### src/hw/rtl/dci_pkg.sv
// Shared types and constants for the dimmer curve interpolator.
package dci_pkg;

    localparam int LEVEL_W = 16;
    localparam int DMX_W   = 8;
    localparam int SLOT_W  = 4;
    localparam int SEG_W   = 4;
    localparam int PCNT_W  = 5;
    localparam int CFG_AW  = 2;
    localparam int CFG_DW  = 16;
    localparam int DIV_CW  = $clog2(LEVEL_W + 1);

    // Fraction T is Q0.16 over 65536, so full scale needs one extra bit.
    localparam logic [LEVEL_W:0]   FRAC_ONE   = 17'd65536;
    localparam logic [LEVEL_W:0]   FRAC_ZERO  = 17'd0;
    localparam logic [LEVEL_W-1:0] MAX_RESET  = 16'hFFFF;

    localparam logic CMD_LOAD    = 1'b0;
    localparam logic CMD_CONVERT = 1'b1;

    localparam logic [CFG_AW-1:0] CFG_APPLY_CAL = 2'd0;
    localparam logic [CFG_AW-1:0] CFG_POINT_CNT = 2'd1;
    localparam logic [CFG_AW-1:0] CFG_MAX_INT   = 2'd2;

    typedef struct packed {
        logic               command;
        logic [SLOT_W-1:0]  point_index;
        logic [DMX_W-1:0]   point_dmx;
        logic [LEVEL_W-1:0] point_level;
        logic [LEVEL_W-1:0] intensity;
    } t_in_beat;

    typedef struct packed {
        logic [LEVEL_W-1:0] curve_level;
        logic [LEVEL_W-1:0] scaled_intensity;
        logic [SEG_W-1:0]   segment;
    } t_out_beat;

    // One curve point as stored in the memory.
    typedef struct packed {
        logic [DMX_W-1:0]   dmx;
        logic [LEVEL_W-1:0] level;
    } t_point;

    typedef struct packed {
        logic               start;
        logic [LEVEL_W-1:0] num;
        logic [LEVEL_W-1:0] den;
    } t_div_req;

    typedef struct packed {
        logic               done;
        logic [LEVEL_W-1:0] quot;
    } t_div_rsp;

endpackage

### src/hw/rtl/dci_curve_mem.sv
// Curve point memory: one write port, one read port, registered read data.
module dci_curve_mem #(
    parameter int DEPTH = 16,
    parameter int AW    = 4
) (
    input  logic            i_clk,
    input  logic            i_we,
    input  logic [AW-1:0]   i_waddr,
    input  dci_pkg::t_point i_wdata,
    input  logic [AW-1:0]   i_raddr,
    output dci_pkg::t_point o_rdata
);

    dci_pkg::t_point r_mem [DEPTH];
    dci_pkg::t_point r_rdata;

    always_ff @(posedge i_clk) begin
        if (i_we) begin
            r_mem[i_waddr] <= i_wdata;
        end
        r_rdata <= r_mem[i_raddr];
    end

    assign o_rdata = r_rdata;

endmodule

### src/hw/rtl/dci_divider.sv
// Restoring radix-2 divider for the segment fraction, one quotient bit a cycle.
module dci_divider (
    input  logic              i_clk,
    input  logic              i_rst_n,
    input  dci_pkg::t_div_req i_req,
    output dci_pkg::t_div_rsp o_rsp
);

    localparam int W = dci_pkg::LEVEL_W;

    logic                      r_busy;
    logic [dci_pkg::DIV_CW-1:0] r_cnt;
    logic [W-1:0]              r_rem;
    logic [W-1:0]              r_quot;
    logic [W-1:0]              r_den;

    logic [W:0] step_shift;
    logic       step_fit;
    logic [W:0] step_diff;

    // Numerator is below the divisor, so the remainder stays under W bits.
    always_comb begin
        step_shift = {r_rem, 1'b0};
        step_diff  = step_shift - {1'b0, r_den};
        step_fit   = step_shift >= {1'b0, r_den};
    end

    always_ff @(posedge i_clk) begin
        if (!i_rst_n) begin
            r_busy <= 1'b0;
            r_cnt  <= '0;
        end else if (i_req.start) begin
            r_busy <= 1'b1;
            r_cnt  <= dci_pkg::DIV_CW'(W);
        end else if (r_busy) begin
            if (r_cnt == '0) begin
                r_busy <= 1'b0;
            end else begin
                r_cnt <= r_cnt - 1'b1;
            end
        end
    end

    always_ff @(posedge i_clk) begin
        if (i_req.start) begin
            r_rem  <= i_req.num;
            r_den  <= i_req.den;
            r_quot <= '0;
        end else if (r_busy && r_cnt != '0) begin
            r_rem  <= step_fit ? step_diff[W-1:0] : step_shift[W-1:0];
            r_quot <= {r_quot[W-2:0], step_fit};
        end
    end

    assign o_rsp.done = r_busy && (r_cnt == '0);
    assign o_rsp.quot = r_quot;

endmodule

### src/hw/rtl/dimmer_curve_interpolator_unit.sv
// Dimmer curve interpolator top level: sequencer, curve memory, fraction and scale math.
// Load beat: written to the curve memory at the accept edge, no result.
// Convert, linear: straight to the scale state, result registered there once the output is free.
// Curved: walk, fraction, 16-step divider (skipped when the fraction clamps), multiply, add, scale.
// One convert at a time; the output register lets the next beat in while a result waits.
// Synchronous active-low reset clears sequencer, output valid, config; curve memory kept.
module dimmer_curve_interpolator_unit #(
    parameter int MAX_POINTS = 16
) (
    input  logic                               i_clk,
    input  logic                               i_rst_n,
    // configuration write port
    input  logic                               i_cfg_we,
    input  logic [dci_pkg::CFG_AW-1:0]         i_cfg_addr,
    input  logic [dci_pkg::CFG_DW-1:0]         i_cfg_wdata,
    // input beats
    input  logic                               i_in_valid,
    output logic                               o_in_ready,
    input  dci_pkg::t_in_beat                  i_in_data,
    // result beats
    output logic                               o_out_valid,
    input  logic                               i_out_ready,
    output dci_pkg::t_out_beat                 o_out_data
);

    localparam int LW = dci_pkg::LEVEL_W;
    localparam int AW = $clog2(MAX_POINTS);
    localparam int CW = $clog2(MAX_POINTS + 1);
    // Common width for point counts, slots and indexes.
    localparam int NW = (CW > dci_pkg::PCNT_W) ? CW : dci_pkg::PCNT_W;

    typedef enum logic [6:0] {
        S_IDLE  = 7'b0000001,
        S_WALK  = 7'b0000010,
        S_FRAC  = 7'b0000100,
        S_DIV   = 7'b0001000,
        S_LMUL  = 7'b0010000,
        S_LADD  = 7'b0100000,
        S_SCALE = 7'b1000000
    } t_state;

    t_state r_state, n_state;

    // configuration
    logic                       r_cal;
    logic [dci_pkg::PCNT_W-1:0] r_pcnt;
    logic [LW-1:0]              r_max;

    // datapath
    logic [LW-1:0]       r_intensity;
    logic [AW-1:0]       r_addr;
    logic [AW-1:0]       r_didx;
    logic                r_dvalid;
    dci_pkg::t_point     r_lo;
    dci_pkg::t_point     r_hi;
    logic [dci_pkg::SEG_W-1:0] r_seg;
    logic [LW:0]         r_t;
    logic signed [2*LW+2:0] r_prod;
    logic [LW-1:0]       r_level;

    dci_pkg::t_out_beat  r_out;
    logic                r_out_valid;

    // handshakes
    logic in_accept;
    logic out_free;
    assign in_accept = i_in_valid && o_in_ready;
    assign o_in_ready = (r_state == S_IDLE);
    assign out_free   = !r_out_valid || i_out_ready;

    // ---------------------------------------------------------------
    // Curve memory. Loads write at the accept edge; a convert reads only
    // from the next cycle on, so the two never touch an entry together.
    // ---------------------------------------------------------------
    logic            mem_we;
    logic [AW-1:0]   mem_waddr;
    dci_pkg::t_point mem_wdata;
    dci_pkg::t_point mem_rdata;
    logic [NW-1:0]   slot_x;

    assign slot_x    = NW'(i_in_data.point_index);
    assign mem_we    = in_accept && (i_in_data.command == dci_pkg::CMD_LOAD) &&
                       (slot_x < NW'(MAX_POINTS));
    assign mem_waddr = slot_x[AW-1:0];
    assign mem_wdata = '{dmx: i_in_data.point_dmx, level: i_in_data.point_level};

    dci_curve_mem #(
        .DEPTH (MAX_POINTS),
        .AW    (AW)
    ) u_mem (
        .i_clk   (i_clk),
        .i_we    (mem_we),
        .i_waddr (mem_waddr),
        .i_wdata (mem_wdata),
        .i_raddr (r_addr),
        .o_rdata (mem_rdata)
    );

    // ---------------------------------------------------------------
    // Points in use, saturated to the memory depth.
    // ---------------------------------------------------------------
    logic [NW-1:0] pts;
    logic          linear;
    assign pts    = (NW'(r_pcnt) > NW'(MAX_POINTS)) ? NW'(MAX_POINTS) : NW'(r_pcnt);
    assign linear = !r_cal || (pts < NW'(2));

    // ---------------------------------------------------------------
    // Walk: entry k arrives the cycle after its address. A point p sits at
    // or above the input when p*257 >= intensity (both sides over 65535).
    // ---------------------------------------------------------------
    logic          walk_hit;
    logic          walk_last;
    logic          walk_done;
    logic [NW-1:0] seg_x;
    assign walk_hit  = {mem_rdata.dmx, mem_rdata.dmx} >= r_intensity;
    assign walk_last = NW'(r_didx) == (pts - NW'(1));
    assign walk_done = r_dvalid && (r_didx != '0) && (walk_hit || walk_last);
    assign seg_x     = NW'(r_didx) - NW'(1);

    // ---------------------------------------------------------------
    // Fraction setup: the common 65535 scale is cancelled, so
    // T = (intensity - lo*257) * 65536 / ((hi - lo) * 257), sign folded.
    // ---------------------------------------------------------------
    logic signed [dci_pkg::DMX_W:0] f_dd;
    logic signed [LW+1:0]           f_nn;
    logic signed [LW+1:0]           f_an;
    logic signed [dci_pkg::DMX_W:0] f_neg_dd;
    logic [dci_pkg::DMX_W-1:0]      f_ad;
    logic [LW-1:0]                  f_den;
    logic                           f_zero;
    logic                           f_full;

    always_comb begin
        f_dd     = $signed({1'b0, r_hi.dmx}) - $signed({1'b0, r_lo.dmx});
        f_nn     = $signed({2'b00, r_intensity}) - $signed({2'b00, r_lo.dmx, r_lo.dmx});
        f_neg_dd = -f_dd;
        f_ad     = f_dd[dci_pkg::DMX_W] ? f_neg_dd[dci_pkg::DMX_W-1:0]
                                        : f_dd[dci_pkg::DMX_W-1:0];
        f_an     = f_dd[dci_pkg::DMX_W] ? -f_nn : f_nn;
        f_den    = {f_ad, f_ad};
        // zero-width segment takes the lower level
        f_zero   = (f_dd == '0) || f_an[LW+1] || (f_an == '0);
        f_full   = f_an >= $signed({2'b00, f_den});
    end

    dci_pkg::t_div_req div_req;
    dci_pkg::t_div_rsp div_rsp;

    assign div_req.start = (r_state == S_FRAC) && !f_zero && !f_full;
    assign div_req.num   = f_an[LW-1:0];
    assign div_req.den   = f_den;

    dci_divider u_div (
        .i_clk   (i_clk),
        .i_rst_n (i_rst_n),
        .i_req   (div_req),
        .o_rsp   (div_rsp)
    );

    // ---------------------------------------------------------------
    // Interpolation: lo + ((hi - lo) * T + half) >> 16, then the scale.
    // ---------------------------------------------------------------
    logic signed [LW:0]     l_diff;
    logic signed [LW+1:0]   l_t;
    logic signed [2*LW+2:0] l_sum;
    logic signed [2*LW+2:0] l_sh;
    logic [2*LW-1:0]        s_prod;

    always_comb begin
        l_diff = $signed({1'b0, r_hi.level}) - $signed({1'b0, r_lo.level});
        l_t    = $signed({1'b0, r_t});
        l_sum  = r_prod + $signed((2*LW+3)'(1 << (LW - 1)));
        l_sh   = l_sum >>> LW;
        s_prod = r_level * r_max;
    end

    // ---------------------------------------------------------------
    // Sequencer
    // ---------------------------------------------------------------
    always_comb begin
        n_state = r_state;
        unique case (r_state)
            S_IDLE: begin
                if (in_accept && i_in_data.command == dci_pkg::CMD_CONVERT) begin
                    n_state = linear ? S_SCALE : S_WALK;
                end
            end
            S_WALK: begin
                if (walk_done) begin
                    n_state = S_FRAC;
                end
            end
            S_FRAC: begin
                n_state = div_req.start ? S_DIV : S_LMUL;
            end
            S_DIV: begin
                if (div_rsp.done) begin
                    n_state = S_LMUL;
                end
            end
            S_LMUL:  n_state = S_LADD;
            S_LADD:  n_state = S_SCALE;
            S_SCALE: begin
                if (out_free) begin
                    n_state = S_IDLE;
                end
            end
            default: n_state = S_IDLE;
        endcase
    end

    always_ff @(posedge i_clk) begin
        if (!i_rst_n) begin
            r_state     <= S_IDLE;
            r_out_valid <= 1'b0;
            r_dvalid    <= 1'b0;
        end else begin
            r_state <= n_state;
            if (r_state == S_SCALE && out_free) begin
                r_out_valid <= 1'b1;
            end else if (i_out_ready) begin
                r_out_valid <= 1'b0;
            end
            r_dvalid <= (r_state == S_WALK) && !walk_done;
        end
    end

    // configuration registers
    always_ff @(posedge i_clk) begin
        if (!i_rst_n) begin
            r_cal  <= 1'b0;
            r_pcnt <= '0;
            r_max  <= dci_pkg::MAX_RESET;
        end else if (i_cfg_we) begin
            unique case (i_cfg_addr)
                dci_pkg::CFG_APPLY_CAL: r_cal  <= i_cfg_wdata[0];
                dci_pkg::CFG_POINT_CNT: r_pcnt <= i_cfg_wdata[dci_pkg::PCNT_W-1:0];
                dci_pkg::CFG_MAX_INT:   r_max  <= i_cfg_wdata[LW-1:0];
                default: ;
            endcase
        end
    end

    // datapath registers, no reset needed
    always_ff @(posedge i_clk) begin
        case (r_state)
            S_IDLE: begin
                r_addr <= '0;
                if (in_accept) begin
                    r_intensity <= i_in_data.intensity;
                    r_level     <= i_in_data.intensity;
                    r_seg       <= '0;
                end
            end
            S_WALK: begin
                r_addr <= r_addr + 1'b1;
                r_didx <= r_addr;
                if (r_dvalid) begin
                    if (walk_done) begin
                        r_hi  <= mem_rdata;
                        r_seg <= seg_x[dci_pkg::SEG_W-1:0];
                    end else begin
                        r_lo <= mem_rdata;
                    end
                end
            end
            S_FRAC: begin
                r_t <= f_zero ? dci_pkg::FRAC_ZERO : dci_pkg::FRAC_ONE;
            end
            S_DIV: begin
                if (div_rsp.done) begin
                    r_t <= {1'b0, div_rsp.quot};
                end
            end
            S_LMUL: begin
                r_prod <= l_diff * l_t;
            end
            S_LADD: begin
                r_level <= r_lo.level + l_sh[LW-1:0];
            end
            S_SCALE: begin
                if (out_free) begin
                    r_out.curve_level      <= r_level;
                    r_out.scaled_intensity <= s_prod[2*LW-1:LW];
                    r_out.segment          <= r_seg;
                end
            end
            default: ;
        endcase
    end

    assign o_out_valid = r_out_valid;
    assign o_out_data  = r_out;

endmodule

### config.mk
export PLATFORM = sky130hd
export DESIGN_NAME = dimmer_curve_interpolator_unit
export DESIGN_NICKNAME = d
export VERILOG_FILES = /design/src/hw/rtl/dci_pkg.sv /design/src/hw/rtl/dci_curve_mem.sv /design/src/hw/rtl/dci_divider.sv /design/src/hw/rtl/dimmer_curve_interpolator_unit.sv
export SDC_FILE = /design/constraint.sdc
export NUM_CORES = 2
export LEC_CHECK = 0
export BUFFER_PORTS_ARGS = -buffer_cell sky130_fd_sc_hd__buf_2
export CAP_MARGIN = 20
export CORE_AREA = 4 4 324 326
export DETAILED_ROUTE_END_ITERATION = 6
export DIE_AREA = 0 0 328 330
export SLEW_MARGIN = 20
export SYNTH_ARGS = -nofsm -noshare
export SYNTH_HDL_FRONTEND = slang
export SYNTH_SLANG_ARGS = --single-unit
### constraint.sdc
create_clock -name i_clk -period 10.3 [get_ports i_clk]
set_input_delay 1.03 -clock i_clk [delete_from_list [all_inputs] [get_ports i_clk]]
set_output_delay 1.03 -clock i_clk [all_outputs]
set_load 0.05 [all_outputs]
==> impl_metrics.toml <==
[setup_path]
rrSetupSlack_ps = 890
crit_start = "r_lo[1]"
cp_slowest_stage_delay_ps = 570
required_ps = 10670
worstRegToRegCells = 36
slowest_stage = "o41ai_1"
end_kind = "flip-flop"
start_kind = "flip-flop"
worst_r2r_startpoint = "r_lo[1]"
cp_common_cell = "inv_1"
arrival_ps = 9780
crit_end = "r_prod[31]"
r2r_end = "r_prod[31]"
crit_type = "flip-flop to flip-flop"
cp_max_fo = 6

[global_routing]
grt_start_max_net_pins = 101
grt_usage_pct = 20.5
grt_pass1_wl_mm = 170
antenna_found_initial = 11
grt_pass1_vias = 29300
grt-ovfl-total = 0

[floorplanning]
core-area_um2 = 102000
initial_utilization_pct = 44.8
boundaryPins = 106
row_count = 117
die_area_um2 = 108000
die_width_um = 328
fp.dieH_um = 330

[finish]
mostFrequentLayoutCell = "inv_1"
num_antenna_cells = 0
nNetsFinal = 4719
final_layout_size_suffix_gt1_share_pct = 11.0
stdcell_count = 5335
finish.utilization_pct = 49.3
syn_to_final_growth_pct = 10.1
layout_common_cells = "610 x inv_1, 570 x edfxtp_1, 485 x nand2_1"

[synth]
synthFlopType = "edfxtp_1"
avgSynthCellArea_um2 = 11.9
synthArstFlopShare_pct = 0
ys_warn_count = 0
synth_cell_types = 80
ys_ff_latch = 647
synth-seq-area-share_pct = 41.0
syn_nets = 4628
netlist_instances = 3821
synth_edf_count = 570
syn_area_um2 = 45500

[power]
p_per_area_nw_per_um2 = 296
irDropWorstVdd_v = 0.000709
p_leak_nw = 21.2

[timing]
slew_headroom_pct = 26.8
fin_crit_sh_pct = 91.3
finalHoldViolCount = 0
setup_viol = 0
tns_ps = 0
rsz0062_at_grt = "no"
clock_skew_ps = 47.7
maxSlewViolCount = 0
max_clock_freq_mhz = 106
tightestPinTransition_ps = 1100
min_period_ps = 9410

[route]
drt_wl_total_mm = 108
vias = 28100
ant_nets = 0
drt_iter0_markers = 1990
drc_errors = 0
first_pass_iters = 5
routedWlPerCell_um = 20.3
via_per_inst = 5.26

[placed_design]
dp_hpwl_mm = 75.4
io_buffer_count = 105
gp_congestion = 0.872
dp_cells = 5208

[clock_tree]
clkSinkCount = 647
cts_resized = 0
hold_buffers = 0
insertion_delay_ps = 650
cts_tree = "done"
cts_max_level = 3
clk_pin_slew_ps = 60
numCtsBuffers = 70
postCtsSetupBuffers = 0
root_buffer = "clkbuf_16"
cts.path.max_buffers = 3

[status]
status = "finished clean"

[hold_path]
min_path_type = "flip-flop to flip-flop"

[job]
maxCapViolCount = 0
routing by layer:
layer  part of all wire, %  routed length, µm  vias to the layer above  GRT usage [%]
met5                 0.044                 47                        -              0
met4                   2.5               2730                        8           5.23
met3                   5.2               5630                      145           2.96
met2                    50              53500                      681           35.3
met1                    43              46100                    14300           27.4
li1                      -                  -                    13000              -
how the worst min path moves through the flow:
stage                          endpoint  cells after the start         startpoint  slack, ps
after global placement         r_lo[12]                      0  u_mem.o_rdata[12]        410
after floorplan           o_out_data[0]                      0           r_seg[0]        400
after detailed placement       r_lo[10]                      0  u_mem.o_rdata[10]        420
after global routing           r_hi[10]                      0  u_mem.o_rdata[10]        440
final                          r_hi[10]                      0  u_mem.o_rdata[10]        430
after CTS                      r_hi[10]                      0  u_mem.o_rdata[10]        430
worst max-delay path: cells and delay by family (launching register included):
kind	cells	cell delay, ps
AO/OA/AOI/OAI	12	3530
adder cells (fa/ha/maj)	8	3290
AND/OR/NAND/NOR	7	870
XOR/XNOR	3	710
flip-flops	1	460
buffers and inverters	6	300
synthesized netlist by cell type (all sizes together) (15+ instances only):
cell / instances / area (µm²)
a21oi: 97 / 489
nor3: 38 / 190
and2: 188 / 1180
o21a: 25 / 188
clkbuf: 114 / 428
xnor2: 86 / 761
nor2b: 56 / 350
edfxtp: 570 / 17100
o21ai: 66 / 330
nor2: 122 / 458
and3: 15 / 93.8
fa: 421 / 8430
nand4: 16 / 100
inv: 611 / 2290
nand3: 61 / 305
mux2: 15 / 199
xor2: 47 / 419
nand2b: 27 / 169
ha: 318 / 3980
dfxtp: 77 / 1540
a21o: 38 / 287
mux4: 120 / 2700
nand2: 485 / 1820
mux2i: 19 / 190
buf: 17 / 81.3
metrics by stage:
stage | instance area [µm²] | setup WS, ps | hold WS, ps | power, W
after floorplan | 45500 | 1840 | 400 | 0.0102
after global placement | 47700 | 1120 | 412 | 0.0123
after detailed placement | 47800 | 975 | 416 | 0.0124
after CTS | 50100 | 928 | 433 | 0.0150
after global routing | 50100 | 125 | 441 | 0.0163
final | 50100 | 893 | 431 | 0.0149
cells by family (layout without fill, tap and decap cells):
kind of cell,after synthesis,count (layout),share of synthesized area (%)
AOI/OAI and AO/OA,322,322,4.64
xor gates and xnor gates,134,134,2.64
adders and majority gates,739,739,27.2
buffers and inverters,742,888,6.16
DFF,647,647,41.0
muxes,154,154,6.79
and+or+nand+nor,1083,1083,11.5
registers in the layout, indices dropped and copies added, names as in the netlist, 8 cells and up:
name	cells
u_mem.r_mem	384
o_out_data	36
r_hi	24
r_lo	24
u_mem.o_rdata	24
r_prod	17
r_t	17
r_intensity	16
r_level	16
r_max	16
u_div.r_quot	16
u_div.r_rem	16
u_div.r_den	8
final cells by class:
| class | count | area [µm²] |
|---|---|---|
| Sequential cell | 647 | 18700 |
| Multi-Input combinational cell | 2432 | 24200 |
| Clock buffer | 87 | 1840 |
| Inverter | 611 | 2290 |
| Fill cell | 8982 | 51600 |
| Tap cell | 1368 | 1710 |
| Clock inverter | 40 | 467 |
| Timing Repair Buffer | 150 | 928 |
power breakdown:
group,internal [W],total [W],switching [W]
combinational,0.00385,0.00884,0.00499
sequential,0.00341,0.00353,0.000113
clock,0.00140,0.00249,0.00109
total,0.00866,0.0149,0.00619
Power figures use the tool's default switching activity.
